File: config.mk
export PLATFORM = sky130hd
export DESIGN_NAME = pn2d_dot
export DESIGN_NICKNAME = d
export VERILOG_FILES = /design/src/sv/pn2d_pkg.sv /design/src/sv/pn2d_dot.sv
export SDC_FILE = /design/constraint.sdc
export NUM_CORES = 2
export LEC_CHECK = 0
export ABC_AREA = 1
export BUFFER_PORTS_ARGS = -buffer_cell sky130_fd_sc_hd__clkbuf_2
export CAP_MARGIN = 20
export CORE_UTILIZATION = 44
export DETAILED_ROUTE_END_ITERATION = 16
export GPL_ROUTABILITY_DRIVEN = 0
export GPL_TIMING_DRIVEN = 0
export PLACE_DENSITY_LB_ADDON = 0.2
export SYNTH_ARGS = -nofsm -noshare
export SYNTH_HDL_FRONTEND = slang
export SYNTH_SLANG_ARGS = --single-unit
File: constraint.sdc
create_clock -name i_clk -period 7.7 [get_ports i_clk]
set_clock_uncertainty 0.2 [all_clocks]
set_input_delay 1.155 -clock i_clk [delete_from_list [all_inputs] [get_ports i_clk]]
set_output_delay 1.155 -clock i_clk [all_outputs]
set_load 0.01 [all_outputs]
File: src/sv/pn2d_pkg.sv
// ============================================================================
// pn2d_pkg
// Shared types, constants and lookup tables for the 2D gradient noise pipeline.
// ============================================================================
package pn2d_pkg;

    // Fraction width used inside the datapath (Q.16)
    localparam int QB = 16;

    // Number of register stages from input beat to output register
    localparam int NSTG = 9;

    // Rounding offset for a Q.32 -> Q.16 product (one half)
    localparam int ROUND_HALF = 32768;

    // Fade polynomial constants in Q.16
    localparam int FADE_C15 = 983040;
    localparam int FADE_C10 = 655360;

    // Output clamp bound (1.0 in Q1.16)
    localparam int NOISE_MAX = 65536;

    typedef logic [3:0]         t_idx;
    typedef logic [15:0]        t_frac;
    typedef logic signed [17:0] t_grad;
    typedef logic signed [17:0] t_ofs;
    typedef logic signed [19:0] t_dot;
    typedef logic [16:0]        t_wgt;
    typedef logic signed [17:0] t_noise;

    // Gradient component magnitudes in Q1.16
    localparam t_grad G_ONE = 18'sd65536;
    localparam t_grad G_C22 = 18'sd60547;
    localparam t_grad G_S22 = 18'sd25080;
    localparam t_grad G_C45 = 18'sd46341;

    // Fixed 16-entry permutation
    function automatic t_idx perm16(input t_idx i);
        t_idx r;
        unique case (i)
            4'd0:  r = 4'd6;
            4'd1:  r = 4'd4;
            4'd2:  r = 4'd12;
            4'd3:  r = 4'd7;
            4'd4:  r = 4'd10;
            4'd5:  r = 4'd1;
            4'd6:  r = 4'd3;
            4'd7:  r = 4'd9;
            4'd8:  r = 4'd0;
            4'd9:  r = 4'd14;
            4'd10: r = 4'd13;
            4'd11: r = 4'd5;
            4'd12: r = 4'd15;
            4'd13: r = 4'd8;
            4'd14: r = 4'd2;
            4'd15: r = 4'd11;
            default: r = 4'd0;
        endcase
        return r;
    endfunction

    // Gradient x component, 22.5 degree steps
    function automatic t_grad grad_x(input t_idx i);
        t_grad r;
        unique case (i)
            4'd0:  r = G_ONE;
            4'd1:  r = G_C22;
            4'd2:  r = G_C45;
            4'd3:  r = G_S22;
            4'd4:  r = '0;
            4'd5:  r = -G_S22;
            4'd6:  r = -G_C45;
            4'd7:  r = -G_C22;
            4'd8:  r = -G_ONE;
            4'd9:  r = -G_C22;
            4'd10: r = -G_C45;
            4'd11: r = -G_S22;
            4'd12: r = '0;
            4'd13: r = G_S22;
            4'd14: r = G_C45;
            4'd15: r = G_C22;
            default: r = '0;
        endcase
        return r;
    endfunction

    // Gradient y component, 22.5 degree steps
    function automatic t_grad grad_y(input t_idx i);
        t_grad r;
        unique case (i)
            4'd0:  r = '0;
            4'd1:  r = G_S22;
            4'd2:  r = G_C45;
            4'd3:  r = G_C22;
            4'd4:  r = G_ONE;
            4'd5:  r = G_C22;
            4'd6:  r = G_C45;
            4'd7:  r = G_S22;
            4'd8:  r = '0;
            4'd9:  r = -G_S22;
            4'd10: r = -G_C45;
            4'd11: r = -G_C22;
            4'd12: r = -G_ONE;
            4'd13: r = -G_C22;
            4'd14: r = -G_C45;
            4'd15: r = -G_S22;
            default: r = '0;
        endcase
        return r;
    endfunction

endpackage

File: src/sv/pn2d_dot.sv
// ============================================================================
// pn2d_dot
// Corner dot product: gradient times offset, rounded to Q.16, delay-matched.
// ============================================================================
module pn2d_dot (
    input  logic              i_clk,
    input  logic [3:0]        i_en,
    input  pn2d_pkg::t_idx    i_gi,
    input  pn2d_pkg::t_ofs    i_dx,
    input  pn2d_pkg::t_ofs    i_dy,
    output pn2d_pkg::t_dot    o_dot
);

    pn2d_pkg::t_grad          gx;
    pn2d_pkg::t_grad          gy;
    logic signed [35:0]       n_px;
    logic signed [35:0]       n_py;
    logic signed [37:0]       dsum;
    pn2d_pkg::t_dot           n_dot;

    logic signed [35:0]       r_px;
    logic signed [35:0]       r_py;
    pn2d_pkg::t_dot           r_dot;
    pn2d_pkg::t_dot           r_dot_d1;
    pn2d_pkg::t_dot           r_dot_d2;

    // Look up gradient and multiply by corner offset
    always_comb begin
        gx   = pn2d_pkg::grad_x(i_gi);
        gy   = pn2d_pkg::grad_y(i_gi);
        n_px = gx * i_dx;
        n_py = gy * i_dy;
    end

    // Sum in Q.32 and round once, half up
    always_comb begin
        dsum  = 38'(r_px) + 38'(r_py) + 38'(pn2d_pkg::ROUND_HALF);
        n_dot = dsum[35:16];
    end

    always_ff @(posedge i_clk) begin
        if (i_en[0]) begin
            r_px <= n_px;
            r_py <= n_py;
        end
        if (i_en[1]) begin
            r_dot <= n_dot;
        end
        // Delay to line up with the fade weights
        if (i_en[2]) begin
            r_dot_d1 <= r_dot;
        end
        if (i_en[3]) begin
            r_dot_d2 <= r_dot_d1;
        end
    end

    assign o_dot = r_dot_d2;

endmodule

==> impl_metrics.py <==
metrics = {
    "run_status": {
        "status": "finished clean",
    },
    "sta": {
        "report.final.slew_viol_count": 0,
        "worst_slew_margin_rel_pct": 45.5,
        "hold_viol_final": 0,
        "timing.hold.ws_ns": 0.214,
        "grt_setup_unrepaired": "true",
        "worstMarginPinSlew_ns": 0.817,
        "final.setup.worst_slack_ns": 0.204,
        "fin_crit_sh_pct": 97.3,
        "finalCriticalPeriod_ns": 7.50,
        "max_clock_freq_ghz": 0.133,
        "tns_ns": 0,
        "setup_violations": 0,
    },
    "placed_design": {
        "pre_cts_ws_ns": -1.07,
        "place_hpwl_um": 74800,
        "portBuffers": 48,
    },
    "global_route": {
        "grt_start_max_net_pins": 69,
        "grt_use_total_pct": 24.1,
        "antenna_found_initial": 0,
        "overflow": 0,
        "grt_pass1_vias": 24300,
        "grt_pass1_wl_um": 134000,
    },
    "setup_path": {
        "worst_ep_arrival_time_ns": 7.46,
        "r2r_cells": 10,
        "rrSetupSlack_ns": 4.96,
        "cp-end-kind": "flip-flop",
        "reg2reg_to": "r_dot[19]",
        "worstSetupStartpoint": "i_gi[0]",
        "cp_max_fo": 10,
        "crit_path_start_kind": "primary input",
        "required_ns": 7.67,
        "crit_end": "r_py[32]",
        "path_class": "in -> reg",
        "r2r_start": "r_px[21]",
    },
    "synthesis": {
        "synth_cell_types": 49,
        "netlist_area_sq_um": 31500,
        "yosysTopAreaCellShare_pct": 41.6,
        "ys_seq_elements": 132,
        "synth_area_leaders": "fa_1 (42%), edfxtp_1 (13%), inv_1 (12%)",
        "syn_nets": 4580,
        "syn_inst": 3619,
        "yosysSeqAreaShare_pct": 12.6,
        "yosysWarningCount": 0,
        "syn_avg_cell_area_sq_um": 8.70,
        "synth_top_area_cell": "fa_1",
    },
    "drt": {
        "vias_per_cell": 4.99,
        "postRouteAntennaNets": 0,
        "drt_first_pass_iters": 6,
        "routed_wl_um": 84400,
        "drt-initial-drc-count": 1753,
        "wl_per_cell_um": 18.1,
        "drc": 0,
        "vias": 23300,
    },
    "clock_network": {
        "tritoncts": "built",
        "cts.path.max_buffers": 2,
        "worstSkewPairLatency_ns": 0.42,
        "clock_sinks": 132,
        "clk_pin_slew_ns": 0.07,
        "numCtsBuffers": 17,
        "cts_hold_buf": 0,
        "root_buffer": "clkbuf_16",
        "htreeDepth": 4,
    },
    "floorplanning": {
        "die_height_um": 269,
        "rows": 97,
        "start_util_pct": 44.7,
        "die_x_um": 269,
        "fp.coreArea_sq_um": 70400,
        "die-area_sq_um": 72600,
        "ios": 65,
    },
    "job": {
        "max-cap-violations": 0,
    },
    "finish": {
        "final_cell_mix": "inv_1 (976), fa_1 (647), nand2_1 (599), nor2_1 (345), ha_1 (251)",
        "fin_nets": 4670,
        "fillers": 6947,
        "fin_util_pct": 48.5,
        "layout-drive-gt1-share_pct": 9.00,
        "final_common_cell": "inv_1",
        "diodes": 0,
        "syn_to_final_growth_pct": 8.47,
    },
    "worst_hold_path": {
        "hold_class": "reg -> reg",
        "hold_depth": 0,
    },
}
critical path, cell delays in order:
cell and delay [ns]:
clkbuf_4 0.17, clkinvlp_4 0.19, ha_1 0.33, inv_1 0.14, a21oi_4 0.10, o21ai_4 0.31, buf_8 0.21, nor2_2 0.08
fa_1 0.53, fa_1 0.56, inv_1 0.05, fa_1 0.50, inv_1 0.06, fa_1 0.50, fa_1 0.49, inv_1 0.05
fa_1 0.51, inv_1 0.05, ha_1 0.36, a21oi_2 0.19, a21boi_2 0.22, nor2_1 0.08, nor2_2 0.19, nor2_1 0.10
nor2_1 0.12, nand2_1 0.07, nand2_1 0.06, nand2_1 0.05
how the worst min path moves through the flow:
stage / startpoint / slack [ns] / endpoint
floorplan: r_dot_d1[0] / 0.20 / o_dot[0]
global placement: r_dot[0] / 0.20 / r_dot_d1[0]
detailed placement: r_dot_d1[14] / 0.20 / o_dot[14]
CTS: r_dot_d1[14] / 0.22 / o_dot[14]
global route: r_dot_d1[5] / 0.22 / o_dot[5]
finish: r_dot_d1[14] / 0.21 / o_dot[14]
state kept, by name, summed over array words and instances, names as in the netlist:
signal    flops
r_px         36
r_dot_d1     20
r_dot        20
r_py         36
o_dot        20
routing by layer:
metal | track usage (%) | vias up | part of all wire (%)
li1 | - | 10900 | -
met1 | 33.8 | 11500 | 44
met2 | 37.8 | 791 | 45
met3 | 5.41 | 117 | 8.3
met4 | 6.24 | 0 | 2.7
met5 | 0 | - | 0
layout make-up:
cell class,count,area (sq um),share of cell area (%)
inverters,1028,3900,11.4
repair buffers,72,470,1.38
multi-input cells,2404,23700,69.3
plain buffers,54,344,1.01
clock buffers,17,425,1.25
flip-flops and latches,132,3960,11.6
well taps,940,1180,3.44
clock inverters,15,199,0.583
cell families after synthesis:
logic type / after synthesis / share of synthesized area (%)
flip-flops: 132 / 12.6
AO/OA/AOI/OAI: 247 / 4.71
buffers and inverters: 1083 / 13.3
AND/OR/NAND/NOR: 1170 / 15.5
adder cells (fa/ha/maj): 916 / 52.0
XOR/XNOR: 71 / 1.98
synthesized netlist by cell type, drive strengths merged:
cell type / instances
and3: 6
edfxtp: 132
clkinv: 10
inv: 1018
o21bai: 17
nor3: 21
xor2: 54
nand2: 622
o21ai: 81
xnor2: 17
fa: 654
a31oi: 7
ha: 262
nand4: 22
nor2: 415
a21boi: 4
clkbuf: 18
and2: 3
or2: 3
buf: 37
a22oi: 1
o211ai: 4
nand3: 72
nand3b: 4
nor4: 2
o21a: 5
a21oi: 117
a21o: 11
through the flow:
stage | area [sq um] | cells
4_1_cts | 33600 | 4641
3_3_place_gp | 32900 | 4607
6_report | 34100 | 4662
3_5_place_dp | 32900 | 4608
2_1_floorplan | 31500 | 3619
5_1_grt | 34100 | 4662
what timing repair did:
action | CTS | global route
pin swaps | 1 | 10
gates resized for setup | 22 | 108
endpoints found under the setup margin | 29 | 43
setup buffers | 2 | 21
Power is not shown: default switching activity piles up to over one toggle a cycle in this logic, so the estimate is an artifact.
