--- src/sv/pn2d_pkg.sv ---
// ============================================================================
// pn2d_pkg
// Shared types, constants and lookup tables for the 2D gradient noise pipeline.
// ============================================================================
package pn2d_pkg;

    // Fraction width used inside the datapath (Q.16)
    localparam int QB = 16;

    // Number of register stages from input beat to output register
    localparam int NSTG = 9;

    // Rounding offset for a Q.32 -> Q.16 product (one half)
    localparam int ROUND_HALF = 32768;

    // Fade polynomial constants in Q.16
    localparam int FADE_C15 = 983040;
    localparam int FADE_C10 = 655360;

    // Output clamp bound (1.0 in Q1.16)
    localparam int NOISE_MAX = 65536;

    typedef logic [3:0]         t_idx;
    typedef logic [15:0]        t_frac;
    typedef logic signed [17:0] t_grad;
    typedef logic signed [17:0] t_ofs;
    typedef logic signed [19:0] t_dot;
    typedef logic [16:0]        t_wgt;
    typedef logic signed [17:0] t_noise;

    // Gradient component magnitudes in Q1.16
    localparam t_grad G_ONE = 18'sd65536;
    localparam t_grad G_C22 = 18'sd60547;
    localparam t_grad G_S22 = 18'sd25080;
    localparam t_grad G_C45 = 18'sd46341;

    // Fixed 16-entry permutation
    function automatic t_idx perm16(input t_idx i);
        t_idx r;
        unique case (i)
            4'd0:  r = 4'd6;
            4'd1:  r = 4'd4;
            4'd2:  r = 4'd12;
            4'd3:  r = 4'd7;
            4'd4:  r = 4'd10;
            4'd5:  r = 4'd1;
            4'd6:  r = 4'd3;
            4'd7:  r = 4'd9;
            4'd8:  r = 4'd0;
            4'd9:  r = 4'd14;
            4'd10: r = 4'd13;
            4'd11: r = 4'd5;
            4'd12: r = 4'd15;
            4'd13: r = 4'd8;
            4'd14: r = 4'd2;
            4'd15: r = 4'd11;
            default: r = 4'd0;
        endcase
        return r;
    endfunction

    // Gradient x component, 22.5 degree steps
    function automatic t_grad grad_x(input t_idx i);
        t_grad r;
        unique case (i)
            4'd0:  r = G_ONE;
            4'd1:  r = G_C22;
            4'd2:  r = G_C45;
            4'd3:  r = G_S22;
            4'd4:  r = '0;
            4'd5:  r = -G_S22;
            4'd6:  r = -G_C45;
            4'd7:  r = -G_C22;
            4'd8:  r = -G_ONE;
            4'd9:  r = -G_C22;
            4'd10: r = -G_C45;
            4'd11: r = -G_S22;
            4'd12: r = '0;
            4'd13: r = G_S22;
            4'd14: r = G_C45;
            4'd15: r = G_C22;
            default: r = '0;
        endcase
        return r;
    endfunction

    // Gradient y component, 22.5 degree steps
    function automatic t_grad grad_y(input t_idx i);
        t_grad r;
        unique case (i)
            4'd0:  r = '0;
            4'd1:  r = G_S22;
            4'd2:  r = G_C45;
            4'd3:  r = G_C22;
            4'd4:  r = G_ONE;
            4'd5:  r = G_C22;
            4'd6:  r = G_C45;
            4'd7:  r = G_S22;
            4'd8:  r = '0;
            4'd9:  r = -G_S22;
            4'd10: r = -G_C45;
            4'd11: r = -G_C22;
            4'd12: r = -G_ONE;
            4'd13: r = -G_C22;
            4'd14: r = -G_C45;
            4'd15: r = -G_S22;
            default: r = '0;
        endcase
        return r;
    endfunction

endpackage

--- src/sv/pn2d_fade.sv ---
// ============================================================================
// pn2d_fade
// Fade curve 6t^5 - 15t^4 + 10t^3 in Q.16, products split across pipeline stages.
// ============================================================================
module pn2d_fade (
    input  logic              i_clk,
    input  logic [3:0]        i_en,
    input  pn2d_pkg::t_frac   i_t,
    output pn2d_pkg::t_wgt    o_w
);

    logic signed [16:0]       ts;
    logic signed [20:0]       poly;
    logic signed [37:0]       n_ta;
    logic [31:0]              n_tt;
    logic signed [38:0]       sa;
    logic signed [20:0]       pq;
    logic signed [20:0]       pfull;
    logic [32:0]              s2;
    logic [15:0]              t2;
    logic [19:0]              n_p;
    logic [31:0]              n_t3p;
    logic [32:0]              s3;
    logic [15:0]              t3;
    logic [35:0]              n_fp;
    logic [36:0]              s4;
    pn2d_pkg::t_wgt           n_w;

    logic signed [37:0]       r_ta;
    logic [31:0]              r_tt;
    pn2d_pkg::t_frac          r_t;
    logic [19:0]              r_p;
    logic [31:0]              r_t3p;
    logic [35:0]              r_fp;
    pn2d_pkg::t_wgt           r_w;

    // Stage 2: t*(6t - 15) and t*t
    always_comb begin
        ts   = signed'({1'b0, i_t});
        poly = 21'(ts) * 21'sd6 - 21'(pn2d_pkg::FADE_C15);
        n_ta = ts * poly;
        n_tt = i_t * i_t;
    end

    // Stage 3: round, add 10, then t2*t
    always_comb begin
        sa    = 39'(r_ta) + 39'(pn2d_pkg::ROUND_HALF);
        pq    = sa[36:16];
        pfull = pq + 21'(pn2d_pkg::FADE_C10);
        n_p   = pfull[19:0];
        s2    = 33'(r_tt) + 33'(pn2d_pkg::ROUND_HALF);
        t2    = s2[31:16];
        n_t3p = t2 * r_t;
    end

    // Stage 4: round t3, then t3*p
    always_comb begin
        s3   = 33'(r_t3p) + 33'(pn2d_pkg::ROUND_HALF);
        t3   = s3[31:16];
        n_fp = t3 * r_p;
    end

    // Stage 5: round to the weight
    always_comb begin
        s4  = 37'(r_fp) + 37'(pn2d_pkg::ROUND_HALF);
        n_w = s4[32:16];
    end

    always_ff @(posedge i_clk) begin
        if (i_en[0]) begin
            r_ta <= n_ta;
            r_tt <= n_tt;
            r_t  <= i_t;
        end
        if (i_en[1]) begin
            r_p   <= n_p;
            r_t3p <= n_t3p;
        end
        if (i_en[2]) begin
            r_fp <= n_fp;
        end
        if (i_en[3]) begin
            r_w <= n_w;
        end
    end

    assign o_w = r_w;

endmodule

--- config.mk ---
export PLATFORM = sky130hd
export DESIGN_NAME = pn2d_fade
export DESIGN_NICKNAME = d
export VERILOG_FILES = /design/src/sv/pn2d_pkg.sv /design/src/sv/pn2d_fade.sv
export SDC_FILE = /design/constraint.sdc
export NUM_CORES = 2
export LEC_CHECK = 0
export BUFFER_PORTS_ARGS = -buffer_cell sky130_fd_sc_hd__buf_2
export CAP_MARGIN = 30
export CELL_PAD_IN_SITES_DETAIL_PLACEMENT = 1
export CELL_PAD_IN_SITES_GLOBAL_PLACEMENT = 1
export CORE_AREA = 3 3 352 354
export DETAILED_ROUTE_END_ITERATION = 10
export DIE_AREA = 0 0 355 357
export GPL_ROUTABILITY_DRIVEN = 1
export PLACE_DENSITY_LB_ADDON = 0.1
export SYNTH_ARGS = -nofsm -noshare
export SYNTH_HDL_FRONTEND = slang
export SYNTH_SLANG_ARGS = --single-unit
--- constraint.sdc ---
create_clock -name i_clk -period 21.7 [get_ports i_clk]
set_input_delay 0 -clock i_clk [delete_from_list [all_inputs] [get_ports i_clk]]
set_output_delay 0 -clock i_clk [all_outputs]
set_load 0.01 [all_outputs]
==> flow_metrics.py <==
metrics = {
    "floorplan": {
        "die_h_um": 357,
        "dieArea_um2": 127000,
        "core.rowCount": 128,
        "start_util_pct": 33.8,
        "io_pins": 38,
        "coreArea_um2": 121000,
        "die_width_um": 355,
    },
    "setup_path": {
        "path_max_fanout": 35,
        "reg2reg_depth": 26,
        "required_ns": 21.92,
        "r2r_start": "r_tt[17]",
        "critPathKind": "in -> reg",
        "crit_top_cell": "fa_1",
        "critPathMaxStageDelay_ns": 0.65,
        "reg2reg_to": "r_t3p[31]",
        "rrSetupSlack_ns": 13.94,
        "start_kind": "input pin",
        "endpoint": "r_ta[35]",
        "slowest_stage": "or4_1",
        "startpoint": "i_t[2]",
        "crit_path_end_kind": "flip-flop",
        "cp.arrival_ns": 10.21,
    },
    "sta": {
        "setup_viol_count_final": 0,
        "worst_slew_pin_slew_ns": 0.975,
        "finalCriticalPeriod_ns": 9.99,
        "hold_violations": 0,
        "skew_ns": 0.0210,
        "tns_ns": 0,
        "min_period_over_period_pct": 46.1,
        "slew_violations": 0,
        "relSlewSlack_pct": 35.0,
        "rsz0062_at_grt": "no",
        "max_freq_mhz": 100,
    },
    "grt": {
        "grt_pass1_vias": 33118,
        "grt_max_degree": 55,
        "grt-ovfl-total": 0,
        "track_usage_pct": 19.6,
        "grt_pass1_wl_um": 192000,
        "antenna_found_initial": 0,
    },
    "clock_tree": {
        "cts_made_buffers": 17,
        "cts_tree": "built",
        "cts-root-buf": "clkbuf_16",
        "htree_num_levels": 4,
        "cts_sinks": 126,
        "worstSkewPairLatency_ns": 0.47,
        "clock_path_buffers": 2,
        "path_clk_slew_ns": 0.07,
    },
    "synthesis": {
        "synth_mux_area_share_pct": 0.116,
        "synthesis.area_um2": 41000,
        "synth_simple_gate_area_share_pct": 14.6,
        "synthXorXnorAreaFrac_pct": 3.56,
        "yosysWarnings": 0,
        "synth-compound-area-share_pct": 3.55,
        "async_flop_share_pct": 0,
        "synth_top_area_share_pct": 44.6,
        "syn_inst": 4408,
        "ys_seq_elements": 126,
        "synth_ff_type": "edfxtp_1",
        "synth_fp_nets": 5746,
        "yosysMostFrequentCell": "inv_1",
        "syn_area_per_cell_um2": 9.31,
        "synthAdderAreaFrac_pct": 56.9,
        "synth_seq_area_share_pct": 9.22,
        "synth.distinct_cells": 74,
        "synth_largest_area_cell": "fa_1",
        "synth.area.top_cells": "fa_1, ha_1, inv_1",
        "synth_common_cells": "inv_1, fa_1, nand2_1",
        "synth_edf_count": 126,
        "synth_top_family_by_area": "adder cells",
    },
    "placed_design": {
        "port_buffers": 37,
        "dp_hpwl_um": 91800,
        "gp_congestion": 0.768,
    },
    "status": {
        "outcome": "finished clean",
    },
    "route": {
        "drc_errors": 0,
        "vias": 28169,
        "detail-route-antenna-nets": 0,
        "routedWlPerCell_um": 19.5,
        "wl_um": 118000,
        "vias_per_cell": 4.67,
        "firstDrtPassIters": 5,
        "drt_iter0_drc": 1031,
    },
    "layout": {
        "diodes": 0,
        "drive_gt1_share_pct": 4.04,
        "area_delta_synth_final_pct": 7.06,
        "nets": 5728,
    },
    "min_path": {
        "hold_class": "in -> reg",
    },
    "flow_run": {
        "drv_cap": 0,
    },
}
registers in the layout, summed over array words and instances, names as in the netlist:
name   flops
r_tt      17
r_t       15
r_t3p     17
r_p       20
o_w       17
r_ta      22
r_fp      18
critical path: cells and delay by family:
| kind | cells | cell delay [ns] |
|---|---|---|
| buffers and inverters | 8 | 1.64 |
| XOR/XNOR | 2 | 0.24 |
| AO/OA/AOI/OAI | 13 | 2.45 |
| AND/OR/NAND/NOR | 5 | 1.65 |
| adder cells (fa/ha/maj) | 9 | 4.22 |
placed cells by master (no fill, tap or decap), types with 9 or more instances in the layout:
| master | instances |
|---|---|
| fa_1 | 913 |
| a31oi_1 | 14 |
| a21oi_1 | 58 |
| nor2_1 | 126 |
| nor3_1 | 22 |
| xor2_1 | 48 |
| nor2b_1 | 69 |
| a21o_1 | 39 |
| xnor2_1 | 110 |
| buf_4 | 74 |
| nand2b_1 | 22 |
| a211oi_1 | 9 |
| nand4_1 | 18 |
| edfxtp_1 | 126 |
| inv_1 | 1151 |
| nand3_1 | 52 |
| and2_1 | 272 |
| clkbuf_16 | 17 |
| buf_2 | 37 |
| o21ai_0 | 25 |
| and3_1 | 24 |
| nand2_1 | 635 |
| ha_1 | 404 |
layer usage:
layer	vias to the layer above	part of all wire, %	global-route usage, %
met1	14937	48	26.9
li1	12929	-	-
met3	62	1.7	1.26
met5	-	0	0
met2	241	50	34.6
met4	0	1.1	3.09
per-stage QoR:
step | area, µm² | utilization (%) | hold WS, ns | setup slack (ns) | cells
final | 43900 | 36.2 | 0.0509 | 11.71 | 6028
after global routing | 43900 | 36.2 | 0.0348 | 10.96 | 6028
after CTS | 43900 | 36.2 | 0.0144 | 11.62 | 6026
after detailed placement | 43300 | 35.6 | 0.411 | 11.15 | 5991
after global placement | 43300 | 35.6 | 0.411 | 11.28 | 5991
after floorplan | 41000 | - | 0.0989 | 12.85 | 4408
timing repair:
| item | CTS | global route |
|---|---|---|
| gates resized for setup | 0 | 0 |
| hold endpoints to repair | 36 | 3 |
| buffers inserted | 0 | 0 |
| hold buffers | 3 | 1 |
area by class of cell:
type | instances | area (µm²)
flip-flops and latches | 126 | 3780
clock inverters | 14 | 156
multi-input cells | 2972 | 32400
inverters | 1157 | 4340
clock buffers | 18 | 429
fillers | 14121 | 77500
repair buffers | 116 | 801
well taps | 1625 | 2030
cells by family after synthesis:
kind of cell               Yosys count
muxes                                4
xor gates and xnor gates           166
AOI/OAI and AO/OA                  211
buffers and inverters             1310
DFF                                126
adders and majority gates         1317
and+or+nand+nor                   1274
how the worst min path moves through the flow:
stage | startpoint | end | slack, ns | depth (start not counted)
floorplan | i_t[10] | r_t[10] | 0.1 | 0
global placement | o_w[9] | o_w[9] | 0.41 | 1
detailed placement | o_w[9] | o_w[9] | 0.41 | 1
CTS | i_t[8] | r_t[8] | 0.01 | 1
global route | i_t[8] | r_t[8] | 0.03 | 1
finish | i_t[8] | r_t[8] | 0.05 | 1
Power is not shown: default switching activity piles up to over one toggle a cycle in this logic, so the estimate is an artifact.
