[config.mk]
export PLATFORM = sky130hd
export DESIGN_NAME = pn2d_mix
export DESIGN_NICKNAME = d
export VERILOG_FILES = /design/src/sv/pn2d_pkg.sv /design/src/sv/pn2d_mix.sv
export SDC_FILE = /design/constraint.sdc
export NUM_CORES = 2
export LEC_CHECK = 0
export ABC_CLOCK_PERIOD_IN_PS = 9240
export BUFFER_PORTS_ARGS = -buffer_cell sky130_fd_sc_hd__buf_2
export CAP_MARGIN = 20
export CORE_UTILIZATION = 35
export CTS_CLUSTER_SIZE = 16
export DETAILED_ROUTE_END_ITERATION = 6
export MAX_ROUTING_LAYER = met4
export PLACE_DENSITY = 0.53
export SLEW_MARGIN = 20
export SYNTH_ARGS = -nofsm -noshare
export SYNTH_HDL_FRONTEND = slang
export SYNTH_SLANG_ARGS = --single-unit
[constraint.sdc]
create_clock -name i_clk -period 9.24 [get_ports i_clk]
set_clock_uncertainty 0.15 [all_clocks]
set_input_delay 0.462 -clock i_clk [delete_from_list [all_inputs] [get_ports i_clk]]
set_output_delay 0.462 -clock i_clk [all_outputs]
set_load 0.05 [all_outputs]
[src/sv/pn2d_pkg.sv]
// ============================================================================
// pn2d_pkg
// Shared types, constants and lookup tables for the 2D gradient noise pipeline.
// ============================================================================
package pn2d_pkg;

    // Fraction width used inside the datapath (Q.16)
    localparam int QB = 16;

    // Number of register stages from input beat to output register
    localparam int NSTG = 9;

    // Rounding offset for a Q.32 -> Q.16 product (one half)
    localparam int ROUND_HALF = 32768;

    // Fade polynomial constants in Q.16
    localparam int FADE_C15 = 983040;
    localparam int FADE_C10 = 655360;

    // Output clamp bound (1.0 in Q1.16)
    localparam int NOISE_MAX = 65536;

    typedef logic [3:0]         t_idx;
    typedef logic [15:0]        t_frac;
    typedef logic signed [17:0] t_grad;
    typedef logic signed [17:0] t_ofs;
    typedef logic signed [19:0] t_dot;
    typedef logic [16:0]        t_wgt;
    typedef logic signed [17:0] t_noise;

    // Gradient component magnitudes in Q1.16
    localparam t_grad G_ONE = 18'sd65536;
    localparam t_grad G_C22 = 18'sd60547;
    localparam t_grad G_S22 = 18'sd25080;
    localparam t_grad G_C45 = 18'sd46341;

    // Fixed 16-entry permutation
    function automatic t_idx perm16(input t_idx i);
        t_idx r;
        unique case (i)
            4'd0:  r = 4'd6;
            4'd1:  r = 4'd4;
            4'd2:  r = 4'd12;
            4'd3:  r = 4'd7;
            4'd4:  r = 4'd10;
            4'd5:  r = 4'd1;
            4'd6:  r = 4'd3;
            4'd7:  r = 4'd9;
            4'd8:  r = 4'd0;
            4'd9:  r = 4'd14;
            4'd10: r = 4'd13;
            4'd11: r = 4'd5;
            4'd12: r = 4'd15;
            4'd13: r = 4'd8;
            4'd14: r = 4'd2;
            4'd15: r = 4'd11;
            default: r = 4'd0;
        endcase
        return r;
    endfunction

    // Gradient x component, 22.5 degree steps
    function automatic t_grad grad_x(input t_idx i);
        t_grad r;
        unique case (i)
            4'd0:  r = G_ONE;
            4'd1:  r = G_C22;
            4'd2:  r = G_C45;
            4'd3:  r = G_S22;
            4'd4:  r = '0;
            4'd5:  r = -G_S22;
            4'd6:  r = -G_C45;
            4'd7:  r = -G_C22;
            4'd8:  r = -G_ONE;
            4'd9:  r = -G_C22;
            4'd10: r = -G_C45;
            4'd11: r = -G_S22;
            4'd12: r = '0;
            4'd13: r = G_S22;
            4'd14: r = G_C45;
            4'd15: r = G_C22;
            default: r = '0;
        endcase
        return r;
    endfunction

    // Gradient y component, 22.5 degree steps
    function automatic t_grad grad_y(input t_idx i);
        t_grad r;
        unique case (i)
            4'd0:  r = '0;
            4'd1:  r = G_S22;
            4'd2:  r = G_C45;
            4'd3:  r = G_C22;
            4'd4:  r = G_ONE;
            4'd5:  r = G_C22;
            4'd6:  r = G_C45;
            4'd7:  r = G_S22;
            4'd8:  r = '0;
            4'd9:  r = -G_S22;
            4'd10: r = -G_C45;
            4'd11: r = -G_C22;
            4'd12: r = -G_ONE;
            4'd13: r = -G_C22;
            4'd14: r = -G_C45;
            4'd15: r = -G_S22;
            default: r = '0;
        endcase
        return r;
    endfunction

endpackage

[src/sv/pn2d_mix.sv]
// ============================================================================
// pn2d_mix
// Bilinear blend: x blend on both rows, then y blend, clamp, output register.
// ============================================================================
module pn2d_mix (
    input  logic              i_clk,
    input  logic [3:0]        i_en,
    input  pn2d_pkg::t_wgt    i_u,
    input  pn2d_pkg::t_wgt    i_v,
    input  pn2d_pkg::t_dot    i_d00,
    input  pn2d_pkg::t_dot    i_d10,
    input  pn2d_pkg::t_dot    i_d01,
    input  pn2d_pkg::t_dot    i_d11,
    output pn2d_pkg::t_noise  o_noise
);

    logic signed [17:0]       us;
    logic signed [20:0]       df0;
    logic signed [20:0]       df1;
    logic signed [38:0]       n_m0;
    logic signed [38:0]       n_m1;
    logic signed [39:0]       s0;
    logic signed [39:0]       s1;
    logic signed [20:0]       rd0;
    logic signed [20:0]       rd1;
    logic signed [20:0]       n_nx0;
    logic signed [20:0]       n_nx1;
    logic signed [17:0]       vs;
    logic signed [21:0]       dfy;
    logic signed [39:0]       n_my;
    logic signed [40:0]       sy;
    logic signed [21:0]       rdy;
    logic signed [21:0]       rsum;
    pn2d_pkg::t_noise         n_noise;

    logic signed [38:0]       r_m0;
    logic signed [38:0]       r_m1;
    pn2d_pkg::t_dot           r_d00;
    pn2d_pkg::t_dot           r_d01;
    pn2d_pkg::t_wgt           r_v6;
    logic signed [20:0]       r_nx0;
    logic signed [20:0]       r_nx1;
    pn2d_pkg::t_wgt           r_v7;
    logic signed [39:0]       r_my;
    logic signed [20:0]       r_nx0_d;
    pn2d_pkg::t_noise         r_noise;

    // Stage 6: u * (b - a) on both rows
    always_comb begin
        us   = signed'({1'b0, i_u});
        df0  = 21'(i_d10) - 21'(i_d00);
        df1  = 21'(i_d11) - 21'(i_d01);
        n_m0 = us * df0;
        n_m1 = us * df1;
    end

    // Stage 7: a + round(product)
    always_comb begin
        s0    = 40'(r_m0) + 40'(pn2d_pkg::ROUND_HALF);
        s1    = 40'(r_m1) + 40'(pn2d_pkg::ROUND_HALF);
        rd0   = s0[36:16];
        rd1   = s1[36:16];
        n_nx0 = 21'(r_d00) + rd0;
        n_nx1 = 21'(r_d01) + rd1;
    end

    // Stage 8: v * (row1 - row0)
    always_comb begin
        vs   = signed'({1'b0, r_v7});
        dfy  = 22'(r_nx1) - 22'(r_nx0);
        n_my = vs * dfy;
    end

    // Stage 9: final add and clamp to [-1, 1]
    always_comb begin
        sy   = 41'(r_my) + 41'(pn2d_pkg::ROUND_HALF);
        rdy  = sy[37:16];
        rsum = 22'(r_nx0_d) + rdy;
        priority if (rsum > 22'(pn2d_pkg::NOISE_MAX)) begin
            n_noise = 18'(pn2d_pkg::NOISE_MAX);
        end else if (rsum < -22'(pn2d_pkg::NOISE_MAX)) begin
            n_noise = -18'(pn2d_pkg::NOISE_MAX);
        end else begin
            n_noise = rsum[17:0];
        end
    end

    always_ff @(posedge i_clk) begin
        if (i_en[0]) begin
            r_m0  <= n_m0;
            r_m1  <= n_m1;
            r_d00 <= i_d00;
            r_d01 <= i_d01;
            r_v6  <= i_v;
        end
        if (i_en[1]) begin
            r_nx0 <= n_nx0;
            r_nx1 <= n_nx1;
            r_v7  <= r_v6;
        end
        if (i_en[2]) begin
            r_my    <= n_my;
            r_nx0_d <= r_nx0;
        end
        if (i_en[3]) begin
            r_noise <= n_noise;
        end
    end

    assign o_noise = r_noise;

endmodule

==> metrics <==
DRT antenna net count=0; Hold Crit Class=input pin to flop; Wirelength per Cell=18.2 microns; Via-to-Cell Ratio=4.69; Placed Instance Area=55400 sq um; post-synth net total=6891; f_max=112 MHz; worst-case clock buffer depth=3; final wirelength=139000 microns; Initial Utilization=0.353; most numerous cell in the Yosys netlist=inv_1; min cycle time layout=8.92 ns; Finished Cell Area=57400 sq um; Clock transition at path regs=0.06 ns; Setup violations, final=0; post-synthesis sequential area ratio=0.132; post-synthesis cell count=5347; DR vias=35.8k; slowest CP cell=fa_1; data arrival time of the critical path=9.12 ns; initial DRC count=1830; RD Place Congestion=0.872; Final HPWL DP=115000 microns; CP max stage delay=0.56 ns; Hold WS=0.0579 ns; status=finished clean; chip height=382 microns; nets=just over 7k; crit-path most repeated cell=fa_1; number of max-cap violations=0; row cnt=139; core box area=143000 sq um; dominant cells by area after synthesis=fa_1 (41%), edfxtp_1 (13%), inv_1 (10%); TritonCTS clock tree=yes; Req. time, crit path=9.45 ns; DRC=0; largest net degree at the start of global routing=60; top-area cell type share of the netlist area=0.408; Synth Flop Type=edfxtp_1; CTS buffer count=30; Post-synth EDFFs=between 200 and 250; Synth top cells by count=inv_1 (1349), fa_1 (1031), nand2_1 (661), and2_1 (438), ha_1 (394); Global Route Usage Sum=0.201; port bufs=136; Mapped Area=50600 sq um; initial antenna violation count=7; first-pass GRT wire length=221000 microns; Slew Limit Fails=0; H-tree lvl count=1; element type at the critical path end=flop; Final Util=0.400; Synth area leader=fa_1; clock latency on the worst-skew pair=approximately 0.62 ns; fill count=14.4k; share of layout cells above drive strength 1=0.102; die outline width=382 microns; clk sinks=222; worst-path maximum fanout=3; Synth Warn #=0; measured slew at the worst slew-check pin=1.20 ns; flops & latches, synth=222; root buf cell=clkbuf_16; DRT Pass-1 Iters=5; io pins=roughly 140; total gr overflow=0; final worst-path cycle share=0.965; final hold vios=0; crit path launch type=flop; Synth Area per Inst=9.46 sq um; vias in the first global route=38.9k; Area growth, synth to finish=13.5%; WS Path Type=flop to flop; Yosys cell types=80; FFs w/ async S/R, synth=0; die area=between 100000 and 150000 sq um; Slew headroom=0.202
## logic make-up after synthesis
family | count (synthesis) | synth area share
simple gates | 1533 | 0.151
buf+inv | 1525 | 0.113
fa+ha+maj | 1435 | 0.507
compound gates | 352 | 0.0476
xor+xnor | 275 | 0.0480
flops | 222 | 0.132
mux | 5 | 0.00104
## final cells by class
class / instances / area (sq um) / share of cell area
tap: 1903 / 2380 / 0.0415
clock buffer: 30 / 751 / 0.0131
sequential: 222 / 6670 / 0.116
timing repair buffer: 492 / 3750 / 0.0653
clock inverter: 25 / 387 / 0.00673
antenna: 2 / 5.00 / 0.0000872
inverter: 1349 / 5060 / 0.0882
multi-input combinational: 3600 / 38400 / 0.669
## registers in the layout, indices dropped and copies added, names as in the netlist
register  cells
r_v6         17
r_m0         22
r_nx0        21
r_v7         17
r_m1         22
r_my         23
r_d01        20
o_noise      18
r_nx1        21
r_nx0_d      21
r_d00        20
## routing by layer
layer / vias up / wire [microns] / GRT usage
met5: - / 0 / -
li1: 16600 / - / -
met3: 155 / 4640 / 0.0142
met1: 18400 / 60100 / 0.252
met4: 0 / 3920 / 0.0514
met2: 586 / 70200 / 0.352
## worst max-delay path: cells and delay by family (launching register included)
family	cells	cell delay [ns]
buffers and inverters	8	0.77
XOR/XNOR	1	0.31
adder cells (fa/ha/maj)	9	3.78
AO/OA/AOI/OAI	15	2.59
flip-flops	1	0.38
AND/OR/NAND/NOR	6	0.67
## metrics by stage
step	setup TNS (ns)	setup slack (ns)	std cells
finish	0	0.325	7623
CTS	0	0.0380	7609
detailed placement	-1.99	-0.309	7501
floorplan	0	0.566	5347
global route	-0.0925	-0.0425	7622
global placement	-1.32	-0.236	7501
## final timing paths
path,startpoint,to,slack [ns],cells past startpoint
max,r_nx1[0],r_my[37],0.32,39
min,i_d01[4],r_d01[4],0.06,2
max reg2reg,r_nx1[0],r_my[37],0.32,39
min reg2reg,r_v6[13],r_v7[13],0.27,0
## cell usage in the layout (no fill, tap or decap), types with 10 or more instances in the layout
| master | Yosys | layout |
|---|---|---|
| dlygate4sd3_1 | 0 | 53 |
| and2_1 | 438 | 438 |
| nand4_1 | 12 | 12 |
| or3_1 | 13 | 12 |
| nand2_1 | 661 | 661 |
| o21ai_1 | 7 | 11 |
| buf_2 | 6 | 134 |
| inv_1 | 1349 | 1348 |
| nor2_1 | 111 | 109 |
| a21oi_1 | 100 | 93 |
| o21a_1 | 25 | 25 |
| buf_4 | 0 | 282 |
| fa_1 | 1031 | 1026 |
| o21bai_1 | 14 | 14 |
| a21o_1 | 54 | 53 |
| edfxtp_1 | 222 | 222 |
| nand3_1 | 57 | 56 |
| nand2b_1 | 35 | 35 |
| nor2b_1 | 97 | 94 |
| ha_1 | 394 | 392 |
| clkbuf_16 | 0 | 30 |
| xnor2_1 | 192 | 190 |
| buf_12 | 0 | 19 |
| nor3_1 | 46 | 42 |
| and3_1 | 24 | 24 |
| o21ai_0 | 48 | 39 |
| xor2_1 | 81 | 81 |
| maj3_1 | 10 | 10 |
## timing repair
action | CTS | global route
hold buffers | 53 | 0
resized for setup | 0 | 68
endpoints found under the setup margin | 0 | 33
hold endpoints to repair | 56 | 0
buffers inserted | 0 | 12
Power is left out: the tool's default activity adds up to more than one toggle a clock period on the data nets, which glitch-free logic cannot reach.
