===== config.mk =====
export PLATFORM = sky130hd
export DESIGN_NAME = pn2d_front
export DESIGN_NICKNAME = d
export VERILOG_FILES = /design/src/sv/pn2d_pkg.sv /design/src/sv/pn2d_front.sv
export SDC_FILE = /design/constraint.sdc
export NUM_CORES = 1
export LEC_CHECK = 0
export ABC_CLOCK_PERIOD_IN_PS = 4000
export BUFFER_PORTS_ARGS = -buffer_cell sky130_fd_sc_hd__clkbuf_2
export CAP_MARGIN = 20
export CORE_MARGIN = 2
export CORE_UTILIZATION = 50
export DETAILED_ROUTE_END_ITERATION = 7
export GPL_ROUTABILITY_DRIVEN = 1
export GPL_TIMING_DRIVEN = 0
export HOLD_SLACK_MARGIN = 0.06
export PLACE_DENSITY = 0.86
export SLEW_MARGIN = 20
export SYNTH_ARGS = -nofsm -noshare
export SYNTH_HDL_FRONTEND = slang
export SYNTH_SLANG_ARGS = --single-unit

===== constraint.sdc =====
create_clock -name i_clk -period 4 [get_ports i_clk]
set_clock_uncertainty 0.15 [all_clocks]
set_input_delay 0 -clock i_clk [delete_from_list [all_inputs] [get_ports i_clk]]
set_output_delay 0 -clock i_clk [all_outputs]
set_load 0.005 [all_outputs]

===== src/sv/pn2d_pkg.sv =====
// ============================================================================
// pn2d_pkg
// Shared types, constants and lookup tables for the 2D gradient noise pipeline.
// ============================================================================
package pn2d_pkg;

    // Fraction width used inside the datapath (Q.16)
    localparam int QB = 16;

    // Number of register stages from input beat to output register
    localparam int NSTG = 9;

    // Rounding offset for a Q.32 -> Q.16 product (one half)
    localparam int ROUND_HALF = 32768;

    // Fade polynomial constants in Q.16
    localparam int FADE_C15 = 983040;
    localparam int FADE_C10 = 655360;

    // Output clamp bound (1.0 in Q1.16)
    localparam int NOISE_MAX = 65536;

    typedef logic [3:0]         t_idx;
    typedef logic [15:0]        t_frac;
    typedef logic signed [17:0] t_grad;
    typedef logic signed [17:0] t_ofs;
    typedef logic signed [19:0] t_dot;
    typedef logic [16:0]        t_wgt;
    typedef logic signed [17:0] t_noise;

    // Gradient component magnitudes in Q1.16
    localparam t_grad G_ONE = 18'sd65536;
    localparam t_grad G_C22 = 18'sd60547;
    localparam t_grad G_S22 = 18'sd25080;
    localparam t_grad G_C45 = 18'sd46341;

    // Fixed 16-entry permutation
    function automatic t_idx perm16(input t_idx i);
        t_idx r;
        unique case (i)
            4'd0:  r = 4'd6;
            4'd1:  r = 4'd4;
            4'd2:  r = 4'd12;
            4'd3:  r = 4'd7;
            4'd4:  r = 4'd10;
            4'd5:  r = 4'd1;
            4'd6:  r = 4'd3;
            4'd7:  r = 4'd9;
            4'd8:  r = 4'd0;
            4'd9:  r = 4'd14;
            4'd10: r = 4'd13;
            4'd11: r = 4'd5;
            4'd12: r = 4'd15;
            4'd13: r = 4'd8;
            4'd14: r = 4'd2;
            4'd15: r = 4'd11;
            default: r = 4'd0;
        endcase
        return r;
    endfunction

    // Gradient x component, 22.5 degree steps
    function automatic t_grad grad_x(input t_idx i);
        t_grad r;
        unique case (i)
            4'd0:  r = G_ONE;
            4'd1:  r = G_C22;
            4'd2:  r = G_C45;
            4'd3:  r = G_S22;
            4'd4:  r = '0;
            4'd5:  r = -G_S22;
            4'd6:  r = -G_C45;
            4'd7:  r = -G_C22;
            4'd8:  r = -G_ONE;
            4'd9:  r = -G_C22;
            4'd10: r = -G_C45;
            4'd11: r = -G_S22;
            4'd12: r = '0;
            4'd13: r = G_S22;
            4'd14: r = G_C45;
            4'd15: r = G_C22;
            default: r = '0;
        endcase
        return r;
    endfunction

    // Gradient y component, 22.5 degree steps
    function automatic t_grad grad_y(input t_idx i);
        t_grad r;
        unique case (i)
            4'd0:  r = '0;
            4'd1:  r = G_S22;
            4'd2:  r = G_C45;
            4'd3:  r = G_C22;
            4'd4:  r = G_ONE;
            4'd5:  r = G_C22;
            4'd6:  r = G_C45;
            4'd7:  r = G_S22;
            4'd8:  r = '0;
            4'd9:  r = -G_S22;
            4'd10: r = -G_C45;
            4'd11: r = -G_C22;
            4'd12: r = -G_ONE;
            4'd13: r = -G_C22;
            4'd14: r = -G_C45;
            4'd15: r = -G_S22;
            default: r = '0;
        endcase
        return r;
    endfunction

endpackage


===== src/sv/pn2d_front.sv =====
// ============================================================================
// pn2d_front
// Input stage: split coordinates into cell and fraction, pick corner gradients.
// ============================================================================
module pn2d_front #(
    parameter int FRAC_BITS = 16
) (
    input  logic                      i_clk,
    input  logic                      i_en,
    input  logic signed [31:0]        i_x_coord,
    input  logic signed [31:0]        i_y_coord,
    output pn2d_pkg::t_frac           o_rx,
    output pn2d_pkg::t_frac           o_ry,
    output pn2d_pkg::t_idx [3:0]      o_gi
);

    pn2d_pkg::t_frac n_rx;
    pn2d_pkg::t_frac n_ry;
    pn2d_pkg::t_idx  cx;
    pn2d_pkg::t_idx  cy;
    pn2d_pkg::t_idx  cx1;
    pn2d_pkg::t_idx  cy1;
    pn2d_pkg::t_idx  py0;
    pn2d_pkg::t_idx  py1;
    pn2d_pkg::t_idx  a00;
    pn2d_pkg::t_idx  a10;
    pn2d_pkg::t_idx  a01;
    pn2d_pkg::t_idx  a11;
    pn2d_pkg::t_idx [3:0] n_gi;

    pn2d_pkg::t_frac      r_rx;
    pn2d_pkg::t_frac      r_ry;
    pn2d_pkg::t_idx [3:0] r_gi;

    // Bring the fraction to Q.16: drop extra low bits or pad with zeros
    generate
        if (FRAC_BITS >= pn2d_pkg::QB) begin : g_frac_trunc
            assign n_rx = i_x_coord[FRAC_BITS-1 -: pn2d_pkg::QB];
            assign n_ry = i_y_coord[FRAC_BITS-1 -: pn2d_pkg::QB];
        end else begin : g_frac_pad
            assign n_rx = {i_x_coord[FRAC_BITS-1:0], {(pn2d_pkg::QB-FRAC_BITS){1'b0}}};
            assign n_ry = {i_y_coord[FRAC_BITS-1:0], {(pn2d_pkg::QB-FRAC_BITS){1'b0}}};
        end
    endgenerate

    // Cell index wraps mod 16; 4-bit sums wrap on their own
    always_comb begin
        cx      = i_x_coord[FRAC_BITS +: 4];
        cy      = i_y_coord[FRAC_BITS +: 4];
        cx1     = cx + 4'd1;
        cy1     = cy + 4'd1;
        py0     = pn2d_pkg::perm16(cy);
        py1     = pn2d_pkg::perm16(cy1);
        a00     = cx + py0;
        a10     = cx1 + py0;
        a01     = cx + py1;
        a11     = cx1 + py1;
        n_gi[0] = pn2d_pkg::perm16(a00);
        n_gi[1] = pn2d_pkg::perm16(a10);
        n_gi[2] = pn2d_pkg::perm16(a01);
        n_gi[3] = pn2d_pkg::perm16(a11);
    end

    // Stage 1 registers
    always_ff @(posedge i_clk) begin
        if (i_en) begin
            r_rx <= n_rx;
            r_ry <= n_ry;
            r_gi <= n_gi;
        end
    end

    assign o_rx = r_rx;
    assign o_ry = r_ry;
    assign o_gi = r_gi;

endmodule


==> results.py <==
metrics = {
    "global_routing": {
        "track_usage_pct": 19.86,
        "grt_pass1_wl_um": 11120,
        "grt_pass1_vias": 2336,
        "grt_overflow": 0,
        "antenna_found_initial": 0,
        "grt_max_degree": 49,
    },
    "floorplanning": {
        "die_y_um": 83.77,
        "initial_core_util_pct": 50.98,
        "die_x_um": 83.77,
        "die_area_mm2": 0.007017,
        "rows": 29,
        "coreArea_mm2": 0.006241,
        "io_pins": 114,
    },
    "pwr": {
        "total_power_uw": 1730,
        "p_leak_uw": 0.001924,
        "vdd_drop_max_mv": 0.2917,
        "p_per_area_mw_per_mm2": 419.8,
    },
    "detailed_routing": {
        "drtIter0Drc": 131,
        "vias": 2372,
        "drt-wirelength-per-cell_um": 15.08,
        "drtPass1Iterations": 4,
        "drt_drc_violations_left": 0,
        "vias_per_cell": 5.190,
        "wl_um": 6890,
        "ant_nets": 0,
    },
    "timing": {
        "worst_pin_slew_ns": 1.030,
        "min_period_ns": 3.313,
        "fmax_ghz": 0.3018,
        "drv_slew": 0,
        "rsz0062_at_grt": "false",
        "finalSetupTns_ns": 0,
        "timing.final.crit_share_pct": 82.83,
        "hold_violations": 0,
        "relSlewSlack_pct": 31.36,
        "setup_viol": 0,
    },
    "synth": {
        "synth_area_mm2": 0.003182,
        "synth_edf_count": 48,
        "synth.avg_cell_area_um2": 12.58,
        "ys_ff_latch": 48,
        "postSynthCellCount": 253,
        "syn_nets": 374,
        "ys_seq_area_share_pct": 45.30,
        "synth-main-ff-cell": "edfxtp_1",
        "synth_cell_types": 46,
        "yosys_warnings": 0,
        "async_flop_share_pct": 0,
    },
    "flow_run": {
        "cap_violations": 0,
    },
    "setup_path": {
        "cp.required_ns": 3.90,
        "crit_path_start_kind": "input pin",
        "crit_arrival_ns": 3.21,
        "cp_top_family": "adder cells",
        "setup.worst_path.end_class": "register",
        "crit_type": "in2reg",
        "cp_max_fo": 9,
        "slowest_stage": "fa_1",
        "crit_path_max_incr_delay_ns": 0.63,
        "path_cells": "clkbuf_2, ha_1, xor2_1, a21oi_1, o211a_1, a221o_1, fa_1, inv_1, ha_1, or2_2, mux4_2",
        "crit_top_cell": "ha_1",
        "cp.buffers_inverters": 2,
    },
    "outcome": {
        "status": "finished, final reports clean",
    },
    "clock_network": {
        "clkTransAtPathRegs_ns": 0.09,
        "clockBufferDepth": 2,
        "cts_tree": "done",
        "root_buffer": "clkbuf_8",
        "cts_repair_resize_count": 0,
        "cts_sinks": 48,
        "cts_buffers": 5,
        "post-cts-setup-buffers": 0,
        "h-tree-depth": 2,
    },
    "finish": {
        "nets": 500,
        "syn_to_final_growth_pct": 29.53,
        "fin_util_pct": 66.04,
        "drive_above_1_share_pct": 28.95,
        "diodes": 0,
    },
    "worst_hold_path": {
        "hp-class": "in2reg",
    },
    "place": {
        "dp_hpwl_um": 4561,
        "gp_congestion": 0.8751,
        "port_buffers": 87,
    },
}
timing repair:
item                                   in CTS  in global routing
setup endpoints to repair                   0                  0
endpoints found under the hold margin      32                  0
hold buffers                               32                  0
layout by cell type (no fill, tap or decap), types with 2 or more instances in the layout:
master         count
clkinvlp_4         2
a211oi_1           2
nand2b_1           2
mux2_1             2
xnor2_2            2
nand3_1            3
mux4_2             4
inv_1             23
buf_2              3
xor2_1             7
mux2i_1            4
clkbuf_2          86
nor2_1            16
fa_1               4
a21oi_1           18
a221o_1            2
o21ai_0            4
edfxtp_1          48
nor3_1             3
clkinv_1           2
ha_1              51
o31ai_1            2
clkbuf_8           5
o21ai_1            3
a21o_1             7
a31oi_1            5
dlygate4sd3_1     32
xnor2_1            4
clkbuf_1           3
xnor3_1            2
nand2_1           10
power breakdown:
group	leakage [uW]	internal (uW)	switching [uW]
clock	0.0000378	121	163
combinational	0.00142	335	407
sequential	0.000470	673	30.2
cells in the mapped netlist, types with 3 or more instances:
cell type / number / area share [%]
a31oi_1: 5 / 0.98
edfxtp_1: 48 / 45
inv_1: 23 / 2.7
nand2_1: 10 / 1.2
clkbuf_1: 3 / 0.35
nor3_1: 3 / 0.47
a21o_1: 7 / 1.7
nand3_1: 3 / 0.47
o21ai_0: 4 / 0.63
fa_1: 4 / 2.5
xnor2_1: 4 / 1.1
o21ai_1: 3 / 0.47
ha_1: 51 / 20
mux4_2: 4 / 2.8
nor2_1: 16 / 1.9
a21oi_1: 18 / 2.8
xor2_1: 7 / 1.9
mux2i_1: 4 / 1.3
per-layer routing:
| layer | track usage [%] | wire length, um | up-vias |
|---|---|---|---|
| met3 | 3.759 | 460 | 6 |
| met1 | 23.47 | 2887 | 1118 |
| li1 | - | - | 1163 |
| met4 | 6.598 | 97 | 0 |
| met5 | 0 | 0 | - |
| met2 | 36.15 | 3444 | 85 |
worst paths after layout:
kind	from	to	slack, ns	cells past startpoint
worst max-delay path	i_y_coord[16]	o_gi[9]$_DFFE_PP_	0.69	11
worst min-delay path	i_x_coord[6]	o_rx[6]$_DFFE_PP_	0.26	2
sequential cells by signal, summed over array words and instances, names as in the netlist:
signal	cells
o_gi	16
o_rx	16
o_ry	16
through the flow:
stage / cell area (um2) / hold WS (ns) / instances / setup slack [ns]
floorplan: 3182 / -0.05113 / 253 / 0.8866
global placement: 3714 / 0.02698 / 417 / 0.5012
detailed placement: 3714 / 0.02861 / 417 / 0.3825
CTS: 4121 / 0.2586 / 457 / 0.6890
global route: 4121 / 0.2610 / 457 / 0.5792
finish: 4121 / 0.2573 / 457 / 0.6869
cells by family after synthesis:
kind of cell	Yosys count	synth area share [%]
flops	48	45.30
buf+inv	31	3.971
compound gates	53	11.05
fa+ha+maj	55	22.57
xor+xnor	16	6.331
simple gates	39	5.545
mux	11	5.230
cell type report:
| type | count | area, um2 |
|---|---|---|
| plain buffers | 7 | 36.28 |
| clock buffers | 5 | 68.82 |
| clock inverters | 3 | 18.77 |
| fillers | 449 | 2120 |
| inverters | 24 | 90.09 |
| multi-input cells | 174 | 1614 |
| flip-flops and latches | 48 | 1441 |
| well taps | 77 | 96.34 |
| repair buffers | 119 | 755.7 |
Power figures use the tool's default switching activity.
